### src/rtl/assert_macros.svh
// ----------------------------------------------------------------------------
// assert_macros.svh
// Shared assertion macros. Each assumes a clock named clk and an
// active-low reset named rst_n in the module that uses it.
// ----------------------------------------------------------------------------
`ifndef ASSERT_MACROS_SVH
`define ASSERT_MACROS_SVH

// Same-cycle implication.
`define BTL_ASSERT_IMP(label, ante, cons, msg) \
    label: assert property (@(posedge clk) disable iff (!rst_n) (ante) |-> (cons)) \
        else $error(msg);

// Next-cycle implication.
`define BTL_ASSERT_NXT(label, ante, cons, msg) \
    label: assert property (@(posedge clk) disable iff (!rst_n) (ante) |=> (cons)) \
        else $error(msg);

`endif

### src/rtl/btl_pkg.sv
// ----------------------------------------------------------------------------
// btl_pkg
// Types, constants and helpers shared by the bright target locator.
// ----------------------------------------------------------------------------
`default_nettype none

package btl_pkg;

    localparam int MAX_WIDTH  = 1024;
    localparam int MAX_HEIGHT = 1024;

    localparam int COL_W = $clog2(MAX_WIDTH);
    localparam int ROW_W = $clog2(MAX_HEIGHT);
    localparam int XS_W  = COL_W + 1;   // holds an effective width
    localparam int YS_W  = ROW_W + 1;   // holds an effective height

    localparam int SIZE_W = 11;         // frame_width / frame_height registers
    localparam int PIX_W  = 8;
    localparam int OUT_W  = 10;         // target_col / target_row
    localparam int IDX_W  = 2;

    localparam logic [SIZE_W-1:0] WIDTH_RST     = SIZE_W'(150);
    localparam logic [SIZE_W-1:0] HEIGHT_RST    = SIZE_W'(50);
    localparam logic [PIX_W-1:0]  THRESHOLD_RST = PIX_W'(200);

    typedef enum logic [IDX_W-1:0] {
        REG_FRAME_WIDTH  = 2'd0,
        REG_FRAME_HEIGHT = 2'd1,
        REG_BRIGHT_THR   = 2'd2
    } cfg_reg_t;

    typedef struct packed {
        logic [SIZE_W-1:0] frame_width;
        logic [SIZE_W-1:0] frame_height;
        logic [PIX_W-1:0]  bright_thr;
    } cfg_t;

    typedef struct packed {
        logic             frame_last;   // next pixel closes the frame
        logic             frame_done;   // closing pixel taken this cycle
        logic             found;
        logic [OUT_W-1:0] col;
        logic [OUT_W-1:0] row;
    } scan_out_t;

    // Zero acts as one, oversize is clamped.
    function automatic logic [XS_W-1:0] eff_width(input logic [SIZE_W-1:0] v);
        logic [XS_W-1:0] r;
        if (v == '0)
            r = XS_W'(1);
        else if (32'(v) > MAX_WIDTH)
            r = XS_W'(MAX_WIDTH);
        else
            r = XS_W'(v);
        return r;
    endfunction

    function automatic logic [YS_W-1:0] eff_height(input logic [SIZE_W-1:0] v);
        logic [YS_W-1:0] r;
        if (v == '0)
            r = YS_W'(1);
        else if (32'(v) > MAX_HEIGHT)
            r = YS_W'(MAX_HEIGHT);
        else
            r = YS_W'(v);
        return r;
    endfunction

endpackage

`default_nettype wire

### src/rtl/btl_scan.sv
// ----------------------------------------------------------------------------
// btl_scan
// Per-pixel scan state: raster position, first bright pixel, run ends along
// its row and down its column, and the held target center.
// ----------------------------------------------------------------------------
`default_nettype none

module btl_scan (
    input  wire logic                         clk,
    input  wire logic                         rst_n,
    input  wire btl_pkg::cfg_t                cfg,
    input  wire logic                         beat,
    input  wire logic [btl_pkg::PIX_W-1:0]    pixel,
    output btl_pkg::scan_out_t                status
);

    `include "assert_macros.svh"

    localparam int COL_W = btl_pkg::COL_W;
    localparam int ROW_W = btl_pkg::ROW_W;
    localparam int XS_W  = btl_pkg::XS_W;
    localparam int YS_W  = btl_pkg::YS_W;
    localparam int OUT_W = btl_pkg::OUT_W;

    logic [COL_W-1:0] col_reg, col_next;
    logic [ROW_W-1:0] row_reg, row_next;
    logic             seen_reg, seen_next;
    logic [COL_W-1:0] first_col_reg, first_col_next;
    logic [ROW_W-1:0] first_row_reg, first_row_next;
    logic             end_col_known_reg, end_col_known_next;
    logic [COL_W-1:0] end_col_reg, end_col_next;
    logic             end_row_known_reg, end_row_known_next;
    logic [ROW_W-1:0] end_row_reg, end_row_next;
    logic [OUT_W-1:0] held_col_reg, held_col_next;
    logic [OUT_W-1:0] held_row_reg, held_row_next;

    logic [XS_W-1:0]  w_eff;
    logic [YS_W-1:0]  h_eff;
    logic [XS_W-1:0]  col_inc;
    logic [YS_W-1:0]  row_inc;
    logic             row_end;
    logic             last_row;
    logic             hit;
    logic             dark;

    // values after this pixel, before any end-of-frame clear
    logic             seen_upd;
    logic [COL_W-1:0] first_col_upd;
    logic [ROW_W-1:0] first_row_upd;
    logic             end_col_known_upd;
    logic [COL_W-1:0] end_col_upd;
    logic             end_row_known_upd;
    logic [ROW_W-1:0] end_row_upd;

    logic [XS_W-1:0]  x2;
    logic [YS_W-1:0]  y2;
    logic [XS_W:0]    sum_col;
    logic [YS_W:0]    sum_row;
    logic [OUT_W-1:0] res_col;
    logic [OUT_W-1:0] res_row;

    assign w_eff    = btl_pkg::eff_width(cfg.frame_width);
    assign h_eff    = btl_pkg::eff_height(cfg.frame_height);
    assign col_inc  = {1'b0, col_reg} + XS_W'(1);
    assign row_inc  = {1'b0, row_reg} + YS_W'(1);
    assign row_end  = (col_inc >= w_eff);
    assign last_row = (row_inc >= h_eff);
    assign hit      = (pixel > cfg.bright_thr);
    assign dark     = (pixel < cfg.bright_thr);

    always_comb
    begin
        seen_upd          = seen_reg;
        first_col_upd     = first_col_reg;
        first_row_upd     = first_row_reg;
        end_col_known_upd = end_col_known_reg;
        end_col_upd       = end_col_reg;
        end_row_known_upd = end_row_known_reg;
        end_row_upd       = end_row_reg;
        if (!seen_reg)
        begin
            if (hit)
            begin
                seen_upd      = 1'b1;
                first_col_upd = col_reg;
                first_row_upd = row_reg;
            end
        end
        else
        begin
            if ((row_reg == first_row_reg) && !end_col_known_reg && dark)
            begin
                end_col_known_upd = 1'b1;
                end_col_upd       = col_reg;
            end
            if ((col_reg == first_col_reg) && (row_reg > first_row_reg) &&
                !end_row_known_reg && dark)
            begin
                end_row_known_upd = 1'b1;
                end_row_upd       = row_reg;
            end
        end
    end

    // center of the run: open-ended runs stop at the frame edge
    assign x2      = end_col_known_upd ? {1'b0, end_col_upd} : w_eff;
    assign y2      = end_row_known_upd ? {1'b0, end_row_upd} : h_eff;
    assign sum_col = {2'b00, first_col_upd} + {1'b0, x2};
    assign sum_row = {2'b00, first_row_upd} + {1'b0, y2};
    assign res_col = seen_upd ? OUT_W'(sum_col[XS_W:1]) : held_col_reg;
    assign res_row = seen_upd ? OUT_W'(sum_row[YS_W:1]) : held_row_reg;

    always_comb
    begin
        col_next           = col_reg;
        row_next           = row_reg;
        seen_next          = seen_reg;
        first_col_next     = first_col_reg;
        first_row_next     = first_row_reg;
        end_col_known_next = end_col_known_reg;
        end_col_next       = end_col_reg;
        end_row_known_next = end_row_known_reg;
        end_row_next       = end_row_reg;
        held_col_next      = held_col_reg;
        held_row_next      = held_row_reg;
        if (beat)
        begin
            seen_next          = seen_upd;
            first_col_next     = first_col_upd;
            first_row_next     = first_row_upd;
            end_col_known_next = end_col_known_upd;
            end_col_next       = end_col_upd;
            end_row_known_next = end_row_known_upd;
            end_row_next       = end_row_upd;
            if (!row_end)
            begin
                col_next = col_inc[COL_W-1:0];
            end
            else
            begin
                col_next = '0;
                if (!last_row)
                begin
                    row_next = row_inc[ROW_W-1:0];
                end
                else
                begin
                    row_next           = '0;
                    seen_next          = 1'b0;
                    first_col_next     = '0;
                    first_row_next     = '0;
                    end_col_known_next = 1'b0;
                    end_col_next       = '0;
                    end_row_known_next = 1'b0;
                    end_row_next       = '0;
                    held_col_next      = res_col;
                    held_row_next      = res_row;
                end
            end
        end
    end

    always_ff @(posedge clk or negedge rst_n)
    begin
        if (!rst_n)
        begin
            col_reg           <= '0;
            row_reg           <= '0;
            seen_reg          <= 1'b0;
            first_col_reg     <= '0;
            first_row_reg     <= '0;
            end_col_known_reg <= 1'b0;
            end_col_reg       <= '0;
            end_row_known_reg <= 1'b0;
            end_row_reg       <= '0;
            held_col_reg      <= '0;
            held_row_reg      <= '0;
        end
        else
        begin
            col_reg           <= col_next;
            row_reg           <= row_next;
            seen_reg          <= seen_next;
            first_col_reg     <= first_col_next;
            first_row_reg     <= first_row_next;
            end_col_known_reg <= end_col_known_next;
            end_col_reg       <= end_col_next;
            end_row_known_reg <= end_row_known_next;
            end_row_reg       <= end_row_next;
            held_col_reg      <= held_col_next;
            held_row_reg      <= held_row_next;
        end
    end

    always_comb
    begin
        status.frame_last = row_end && last_row;
        status.frame_done = beat && row_end && last_row;
        status.found      = seen_upd;
        status.col        = res_col;
        status.row        = res_row;
    end

    `BTL_ASSERT_IMP(a_col_end_after_seen, end_col_known_reg, seen_reg,
                    "row run end recorded without a bright pixel")
    `BTL_ASSERT_IMP(a_col_end_past_start, end_col_known_reg,
                    end_col_reg > first_col_reg,
                    "row run end not past first bright column")
    `BTL_ASSERT_IMP(a_row_end_past_start, end_row_known_reg,
                    end_row_reg > first_row_reg,
                    "column run end not below first bright row")

endmodule

`default_nettype wire

### src/rtl/bright_target_locator.sv
// ----------------------------------------------------------------------------
// bright_target_locator
// Locates the first bright blob of a grayscale frame and reports its center.
// ----------------------------------------------------------------------------
// Pixels stream in raster order, at most one beat per clock; each
// pixel is folded into the scan state in the cycle it is taken. The first
// pixel above the brightness threshold anchors the target, the first darker
// pixel to its right and below it bound it, and one result beat (found,
// target_col, target_row) leaves from an output register the cycle after the
// last pixel of the frame. When a frame holds no bright pixel the previous
// center is repeated with found low. Pixel input stalls only when the last
// pixel of a frame arrives while the previous result is still waiting
// downstream. Size registers take 0 as 1 and clamp above 1024; write config
// only when the block is idle.
// ----------------------------------------------------------------------------
`default_nettype none

module bright_target_locator (
    input  wire logic                          clk,
    input  wire logic                          rst_n,
    // config write channel
    input  wire logic                          cfg_valid,
    output logic                               cfg_ready,
    input  wire logic [btl_pkg::IDX_W-1:0]     cfg_index,
    input  wire logic [btl_pkg::SIZE_W-1:0]    cfg_data,
    // pixel stream
    input  wire logic                          pixel_valid,
    output logic                               pixel_stall,
    input  wire logic [btl_pkg::PIX_W-1:0]     pixel,
    // result stream
    output logic                               result_valid,
    input  wire logic                          result_stall,
    output logic                               found,
    output logic [btl_pkg::OUT_W-1:0]          target_col,
    output logic [btl_pkg::OUT_W-1:0]          target_row
);

    `include "assert_macros.svh"

    btl_pkg::cfg_t      cfg_reg, cfg_next;
    btl_pkg::scan_out_t status;

    logic                         pix_beat;
    logic                         res_beat;
    logic                         result_valid_reg, result_valid_next;
    logic                         found_reg;
    logic [btl_pkg::OUT_W-1:0]    col_reg;
    logic [btl_pkg::OUT_W-1:0]    row_reg;

    assign cfg_ready = 1'b1;

    always_comb
    begin
        cfg_next = cfg_reg;
        if (cfg_valid)
        begin
            unique case (cfg_index)
                btl_pkg::REG_FRAME_WIDTH:    cfg_next.frame_width    = cfg_data;
                btl_pkg::REG_FRAME_HEIGHT:   cfg_next.frame_height   = cfg_data;
                btl_pkg::REG_BRIGHT_THR:
                    cfg_next.bright_thr = cfg_data[btl_pkg::PIX_W-1:0];
                default:                     cfg_next = cfg_reg;
            endcase
        end
    end

    always_ff @(posedge clk or negedge rst_n)
    begin
        if (!rst_n)
        begin
            cfg_reg.frame_width  <= btl_pkg::WIDTH_RST;
            cfg_reg.frame_height <= btl_pkg::HEIGHT_RST;
            cfg_reg.bright_thr   <= btl_pkg::THRESHOLD_RST;
        end
        else
        begin
            cfg_reg <= cfg_next;
        end
    end

    // only the frame-closing pixel has to wait for the output register
    assign pixel_stall = result_valid_reg && result_stall && status.frame_last;
    assign pix_beat    = pixel_valid && !pixel_stall;
    assign res_beat    = result_valid_reg && !result_stall;

    btl_scan u_scan (
        .clk    (clk),
        .rst_n  (rst_n),
        .cfg    (cfg_reg),
        .beat   (pix_beat),
        .pixel  (pixel),
        .status (status)
    );

    always_comb
    begin
        result_valid_next = result_valid_reg;
        if (status.frame_done)
            result_valid_next = 1'b1;
        else if (res_beat)
            result_valid_next = 1'b0;
    end

    always_ff @(posedge clk or negedge rst_n)
    begin
        if (!rst_n)
            result_valid_reg <= 1'b0;
        else
            result_valid_reg <= result_valid_next;
    end

    always_ff @(posedge clk)
    begin
        if (status.frame_done)
        begin
            found_reg <= status.found;
            col_reg   <= status.col;
            row_reg   <= status.row;
        end
    end

    assign result_valid = result_valid_reg;
    assign found        = found_reg;
    assign target_col   = col_reg;
    assign target_row   = row_reg;

    `BTL_ASSERT_NXT(a_frame_gives_result, status.frame_done, result_valid_reg,
                    "frame ended without a result beat")
    `BTL_ASSERT_IMP(a_no_overwrite, status.frame_done,
                    !(result_valid_reg && result_stall),
                    "result overwritten while still pending")

endmodule

`default_nettype wire

### config.mk
export PLATFORM = sky130hd
export DESIGN_NAME = bright_target_locator
export DESIGN_NICKNAME = d
export VERILOG_FILES = /design/src/rtl/btl_pkg.sv /design/src/rtl/btl_scan.sv /design/src/rtl/bright_target_locator.sv
export VERILOG_INCLUDE_DIRS = /design/src /design/src/rtl
export SDC_FILE = /design/constraint.sdc
export NUM_CORES = 1
export LEC_CHECK = 0
export ABC_AREA = 1
export BUFFER_PORTS_ARGS = -buffer_cell sky130_fd_sc_hd__buf_2
export CORE_MARGIN = 2
export CORE_UTILIZATION = 50
export CTS_CLUSTER_SIZE = 20
export DETAILED_ROUTE_END_ITERATION = 10
export PLACE_DENSITY = 0.69
export SETUP_SLACK_MARGIN = 0.1
export SLEW_MARGIN = 30
export SYNTH_ARGS = -nofsm -noshare
export SYNTH_HDL_FRONTEND = slang
export SYNTH_SLANG_ARGS = --single-unit
### constraint.sdc
create_clock -name clk -period 3.72 [get_ports clk]
set_clock_uncertainty 0.2 [all_clocks]
set_input_delay 0.744 -clock clk [delete_from_list [all_inputs] [get_ports clk]]
set_output_delay 0.744 -clock clk [all_outputs]
set_load 0.05 [all_outputs]
==> results_dict.tcl, run 1 <==
set metrics [dict create \
    synth_area_per_cell_sq_um 7.70 \
    cts.clk_slew.worst_paths_ps 60 \
    layout_setup_ws_ps -534 \
    fin_setup_tns_ps -7800 \
    drtIter0Drc 993 \
    drv_slew 0 \
    core.rowCount 47 \
    whs_ps 113 \
    place_ws_ps -343 \
    cts.sinks 135 \
    io_buffer_count 48 \
    wirelength_microns 31100 \
    die-area_sq_um 17900 \
    dp_cells 1479 \
    synth_cell_types 49 \
    min_path_type "input pin to async pin" \
    drc 0 \
    path_max_fanout 4 \
    cts_tree "yes" \
    drive_gt1_share_pct 45.0 \
    coreArea_sq_um 16500 \
    avgRoutedWirePerCell_microns 19.7 \
    ys_seq_elements 135 \
    hold_viol 0 \
    ys_seq_area_share_pct 41.5 \
    final_cells 1575 \
    ys.flop_type "dfrtp_1" \
    period_minus_slack_ps 4250 \
    path_cells "ha_2 -> nand2_1 -> nor2_1 -> inv_1 -> nor3_2 -> xor2_1 -> inv_1 -> ha_4 -> a21oi_1 -> nor2_1 -> a211oi_2 -> o2111ai_4 -> nand2_4 -> inv_4 -> nand3_4 -> clkinvlp_4 -> buf_8" \
    fin_area_sq_um 13100 \
    fmax_mhz 235 \
    synth_edf_count 21 \
    clockRootBuffer "clkbuf_16" \
    cts_buffers 17 \
    htreeDepth 4 \
    violations "setup timing" \
    place_area_sq_um 10200 \
    die_x_microns 134 \
    cts.hold.buffers_added 0 \
    first_global_vias 8007 \
    clk_latency_ps 440 \
    start_kind "register" \
    synth_area_sq_um 8430 \
    rsz0062_at_grt "true" \
    p_leak_nw 6.27 \
    synth-simple-area-share_pct 23.5 \
    synth_compound_area_share_pct 14.7 \
    overflow 0 \
    largest_reg_flops 30 \
    crit_path_start "u_scan.row_reg[0]" \
    wl_met2_microns 15200 \
    ys_warn_count 0 \
    relSlewSlack_pct 54.4 \
    rr_startpoint "cfg_reg[3]" \
    worstPathRequired_ps 2780 \
    synthMuxAreaShare_pct 0 \
    area_delta_synth_final_pct 55.4 \
    ir_drop_uv 458 \
    ant_nets 0 \
    vias 9211 \
    synth-xor-area-share_pct 2.29 \
    grt.total_usage_pct 27.0 \
    cap_violations 0 \
    power_density_nw_per_um2 914 \
    fill_cells 935 \
    status "finished, violations left" \
    cts_buffer_depth 2 \
    synth.net_count 1182 \
    place_congestion 0.888 \
    synth-async-reset-ratio_pct 84.4 \
    synth-adder-area-share_pct 9.38 \
    worst_slew_pin_slew_ps 681 \
    top_layer "met4" \
    antenna_found_initial 0 \
    setup_violations 72 \
    cpMaxStageDelayCell "dfrtp_1" \
    crit_family "simple AND/OR/NAND/NOR gates" \
    ios 50 \
    path_buf_inv 5 \
    reg2regPathDepth 21 \
    slowest_delay_ps 420 \
    post-dp-hpwl_microns 16500 \
    finalCritPeriodShare_pct 114 \
    vias_per_cell 5.85 \
    wl_met3_microns 2660 \
    initial_core_util_pct 51.0 \
    grt_first_pass_wirelength_microns 38400 \
    cp.arrival_ps 3310 \
    synth_top_family_by_area "simple AND/OR/NAND/NOR gates" \
    drt-met1-wl_microns 11600 \
    criticalPathCategory "register to output port" \
    layout.nets 1429 \
    end_kind "output port" \
    grt_max_degree 42 \
    syn_inst 1094 \
    drtPass1Iterations 6 \
    die_y_microns 134 \
    crit_cells 17 \
]
[routing by layer]
metal  up-vias  track usage (%)
met5         -                0
met4         0             9.34
met3       158             5.44
met2       582             44.2
met1      4350             35.9
li1       4121                -
[cell families (layout without fill, tap and decap cells)]
kind of cell	after synthesis	count (layout)
and+or+nand+nor	461	461
xor gates and xnor gates	22	22
AOI/OAI and AO/OA	230	230
other	1	2
DFF	135	135
adders and majority gates	62	62
buffers and inverters	183	443
[metrics by stage]
| stage | total power, W | utilization [%] |
|---|---|---|
| after floorplan | 0.00550 | - |
| after global placement | 0.00731 | 61.6 |
| after detailed placement | 0.00744 | 61.6 |
| after CTS | 0.00954 | 67.8 |
| after global routing | 0.0126 | 79.2 |
| final | 0.0120 | 79.2 |
[path summary, 6_finish.rpt]
| kind | slack (ps) | endpoint |
|---|---|---|
| worst min register to register | 290 | u_scan.held_row_reg[9] |
| worst min-delay path | 110 | u_scan.held_col_reg[5] |
| min in group clk | 290 | u_scan.held_row_reg[9] |
| max in group asynchronous | 2310 | cfg_reg[3] |
| worst max-delay path | -530 | pixel_stall |
| worst max register to register | -260 | target_row[8] |
[synth_stat cells (4+ instances only)]
library cell	number	area [sq um]
nand2_1	279	1050
o21ai_0	145	726
inv_1	135	507
dfrtp_1	104	2600
nand3_1	81	405
ha_1	60	751
nor2_1	54	203
a21oi_1	39	195
clkbuf_1	23	86.3
edfxtp_1	21	631
xor2_1	19	166
o22ai_1	15	93.8
dfstp_2	10	263
o21ai_1	10	50.1
nor3_1	9	45.0
buf_2	8	40.0
inv_2	8	30.0
or2_2	8	50.1
nand4_1	6	37.5
a211oi_1	5	37.5
and2_1	4	25.0
buf_4	4	30.0
or2_1	4	25.0
[where the power goes]
part / leakage (nW) / internal (W) / switching (W) / total, W
logic: 4.34 / 0.00337 / 0.00450 / 0.00788
registers: 1.66 / 0.00205 / 0.000398 / 0.00244
clock network: 0.265 / 0.000974 / 0.000677 / 0.00165
[area by class of cell]
type	instances	area, sq um	share of cell area, %
timing repair buffer	265	2380	18.2
multi-input combinational	776	5800	44.3
clock inverter	11	108	0.822
antenna	1	2.50	0.0191
inverter	145	581	4.43
tap	220	275	2.10
timing repair inverter	1	8.76	0.0669
clock buffer	21	440	3.36
sequential	135	3500	26.7
[placed cells by master (no fill, tap or decap), drive strengths merged, types with 2 or more instances in the layout]
cell	netlist	routed
a211oi	5	5
a21boi	2	2
a21oi	39	39
a31oi	3	3
a32o	3	3
and2	4	4
buf	15	256
bufinv	0	2
clkbuf	23	30
clkinv	2	8
clkinvlp	0	3
dfrtp	104	104
dfstp	10	10
edfxtp	21	21
fa	2	2
ha	60	60
inv	143	144
nand2	284	284
nand3	84	84
nand4	7	7
nor2	55	55
nor3	10	10
nor4	3	3
o211ai	2	2
o21ai	155	155
o21bai	2	2
o22ai	15	15
or2	13	13
xnor2	3	3
xor2	19	19
[repair_timing]
item | 4_1_cts | 5_1_grt
setup buffers | 10 | 37
endpoints found under the setup margin | 117 | 124
gates resized for setup | 75 | 403
pin swaps | 30 | 109
cloned | 4 | 15
(Power assumes the default switching activity.)
==> run 2: changes to the inputs <==
RECOVER_POWER = 100   (was not set)
SKIP_LAST_GASP = 1   (was not set)
==> results_dict.tcl, run 2 (synthesis results as in run 1) <==
set metrics [dict create \
    avgRoutedWirePerCell_microns 19.8 \
    criticalPathCategory "register to register" \
    violations "capacitance limit, slew limit, setup timing" \
    min_path_type "register to register" \
    first_global_vias 8007 \
    reg2regPathDepth 26 \
    crit_cells 26 \
    cts.clk_slew.worst_paths_ps 60 \
    rrSetupSlack_ps -580 \
    cpMaxStageDelayCell "dfstp_2" \
    fin_area_sq_um 12900 \
    cts_tree "yes" \
    power_density_nw_per_um2 910 \
    drc 0 \
    vias_per_cell 5.89 \
    end_kind "register" \
    fill_cells 983 \
    die_x_microns 134 \
    start_kind "register" \
    final_common_cell "nand2_1" \
    die_y_microns 134 \
    drive_gt1_share_pct 42.2 \
    coreArea_sq_um 16500 \
    layout_setup_ws_ps -583 \
    initial_core_util_pct 51.0 \
    utilization_pct 78.1 \
    grt.total_usage_pct 27.0 \
    final_cell_mix "nand2_1, buf_4, inv_1, dfrtp_1, o21ai_0" \
    wirelength_microns 31100 \
    worstPathRequired_ps 3710 \
    cts_buffer_depth 2 \
    cts.hold.buffers_added 0 \
    core.rowCount 47 \
    slowest_delay_ps 530 \
    drtPass1Iterations 6 \
    post-dp-hpwl_microns 16500 \
    cp.arrival_ps 4290 \
    hold_depth 2 \
    grt_first_pass_wirelength_microns 38400 \
    clockRootBuffer "clkbuf_16" \
    cap_violations 1 \
    htreeDepth 4 \
    worst_slew_pin_slew_ps 2550 \
    finalCritPeriodShare_pct 116 \
    hold_viol 0 \
    ant_nets 0 \
    io_buffer_count 48 \
    die-area_sq_um 17900 \
    relSlewSlack_pct -69.9 \
    cts.sinks 135 \
    p_leak_nw 6.14 \
    area_delta_synth_final_pct 53.1 \
    path_max_fanout 5 \
    fin_setup_tns_ps -12920 \
    fmax_mhz 232 \
    grt_max_degree 42 \
    path_buf_inv 6 \
    largest_reg_flops 30 \
    seqPwrFrac_pct 20.7 \
    place_area_sq_um 10200 \
    setup_violations 91 \
    cts_buffers 17 \
    layout.nets 1424 \
    p_int_w 0.00626 \
    crit_top_cell "nand2_2" \
    ir_drop_uv 541 \
    rsz0062_at_grt "true" \
    ios 50 \
    drv_slew 42 \
    status "finished, violations left" \
    period_minus_slack_ps 4300 \
    drtIter0Drc 788 \
    vias 9250 \
    pwr-share-clk_pct 14.1 \
    place_congestion 0.888 \
    power.switching_w 0.00548 \
    crit_family "simple AND/OR/NAND/NOR gates" \
    overflow 0 \
    antenna_found_initial 0 \
    p_comb_share_pct 65.2 \
    clk_latency_ps 440 \
    swShare_pct 46.7 \
]
==> run 2: cell types whose count changed in the layout (fill, tap and decap cells not counted), moves of 5 or more <==
cell,before,now
buf_4,163,155
clkbuf_1,4,30
nand2_2,40,35
o21ai_1,59,51
o21ai_0,48,54
nand2_1,213,224
nand2_4,28,23
buf_2,46,22
==> run 2: worst paths after layout <==
path                                   startpoint                endpoint
max                                    cfg_reg[3]           target_row[8]
min                        u_scan.held_col_reg[2]  u_scan.held_col_reg[2]
max reg2reg                            cfg_reg[3]           target_row[8]
min reg2reg                u_scan.held_col_reg[2]  u_scan.held_col_reg[2]
max in group asynchronous                   rst_n             cfg_reg[25]
min in group asynchronous                   rst_n  u_scan.held_col_reg[5]
==> run 2: power by group through the flow <==
stage | clock network, W | logic [W] | registers (W)
after CTS | 0.00163 | 0.00559 | 0.00231
final | 0.00165 | 0.00766 | 0.00242
after detailed placement | 0 | 0.00512 | 0.00232
after global routing | 0.00171 | 0.00818 | 0.00246
after floorplan | 0 | 0.00310 | 0.00239
after global placement | 0 | 0.00500 | 0.00231
==> run 2: tightest hold or removal path, delay by kind of cell (launching register included) <==
family	cells	cell delay (ps)
flip-flops	1	340
AND/OR/NAND/NOR	2	120
==> run 2: stage by stage <==
step	power [W]	std cells	setup slack (ps)	hold slack [ps]
after CTS	0.00954	1525	-421	133
after global routing	0.0123	1569	-696	309
after global placement	0.00731	1479	-286	255
final	0.0117	1570	-583	285
after floorplan	0.00550	1094	14.4	242
after detailed placement	0.00744	1479	-343	258
==> run 2: cell type report <==
type | instances | area, sq um | share of cell area (%)
Clock inverter | 11 | 108 | 0.834
Clock buffer | 21 | 440 | 3.41
Timing Repair Buffer | 259 | 2270 | 17.6
Sequential cell | 135 | 3500 | 27.1
Tap cell | 220 | 275 | 2.13
Antenna cell | 1 | 2.50 | 0.0194
Inverter | 145 | 591 | 4.58
Multi-Input combinational cell | 777 | 5710 | 44.3
Timing Repair inverter | 1 | 8.76 | 0.0679
==> run 2: metal layers <==
metal  GRT usage (%)  up-vias  wire length [microns]
li1                -     4109                      -
met1            35.9     4358                  11400
met2            44.2      624                  15100
met3            5.44      159                   2830
met4            9.34        0                   1810
met5               0        -                      0
==> run 2: timing repair <==
item / CTS / global route
pin swaps: 30 / 98
cloned: 4 / 17
resized for setup: 73 / 377
endpoints found under the setup margin: 117 / 124
buffers inserted: 10 / 32
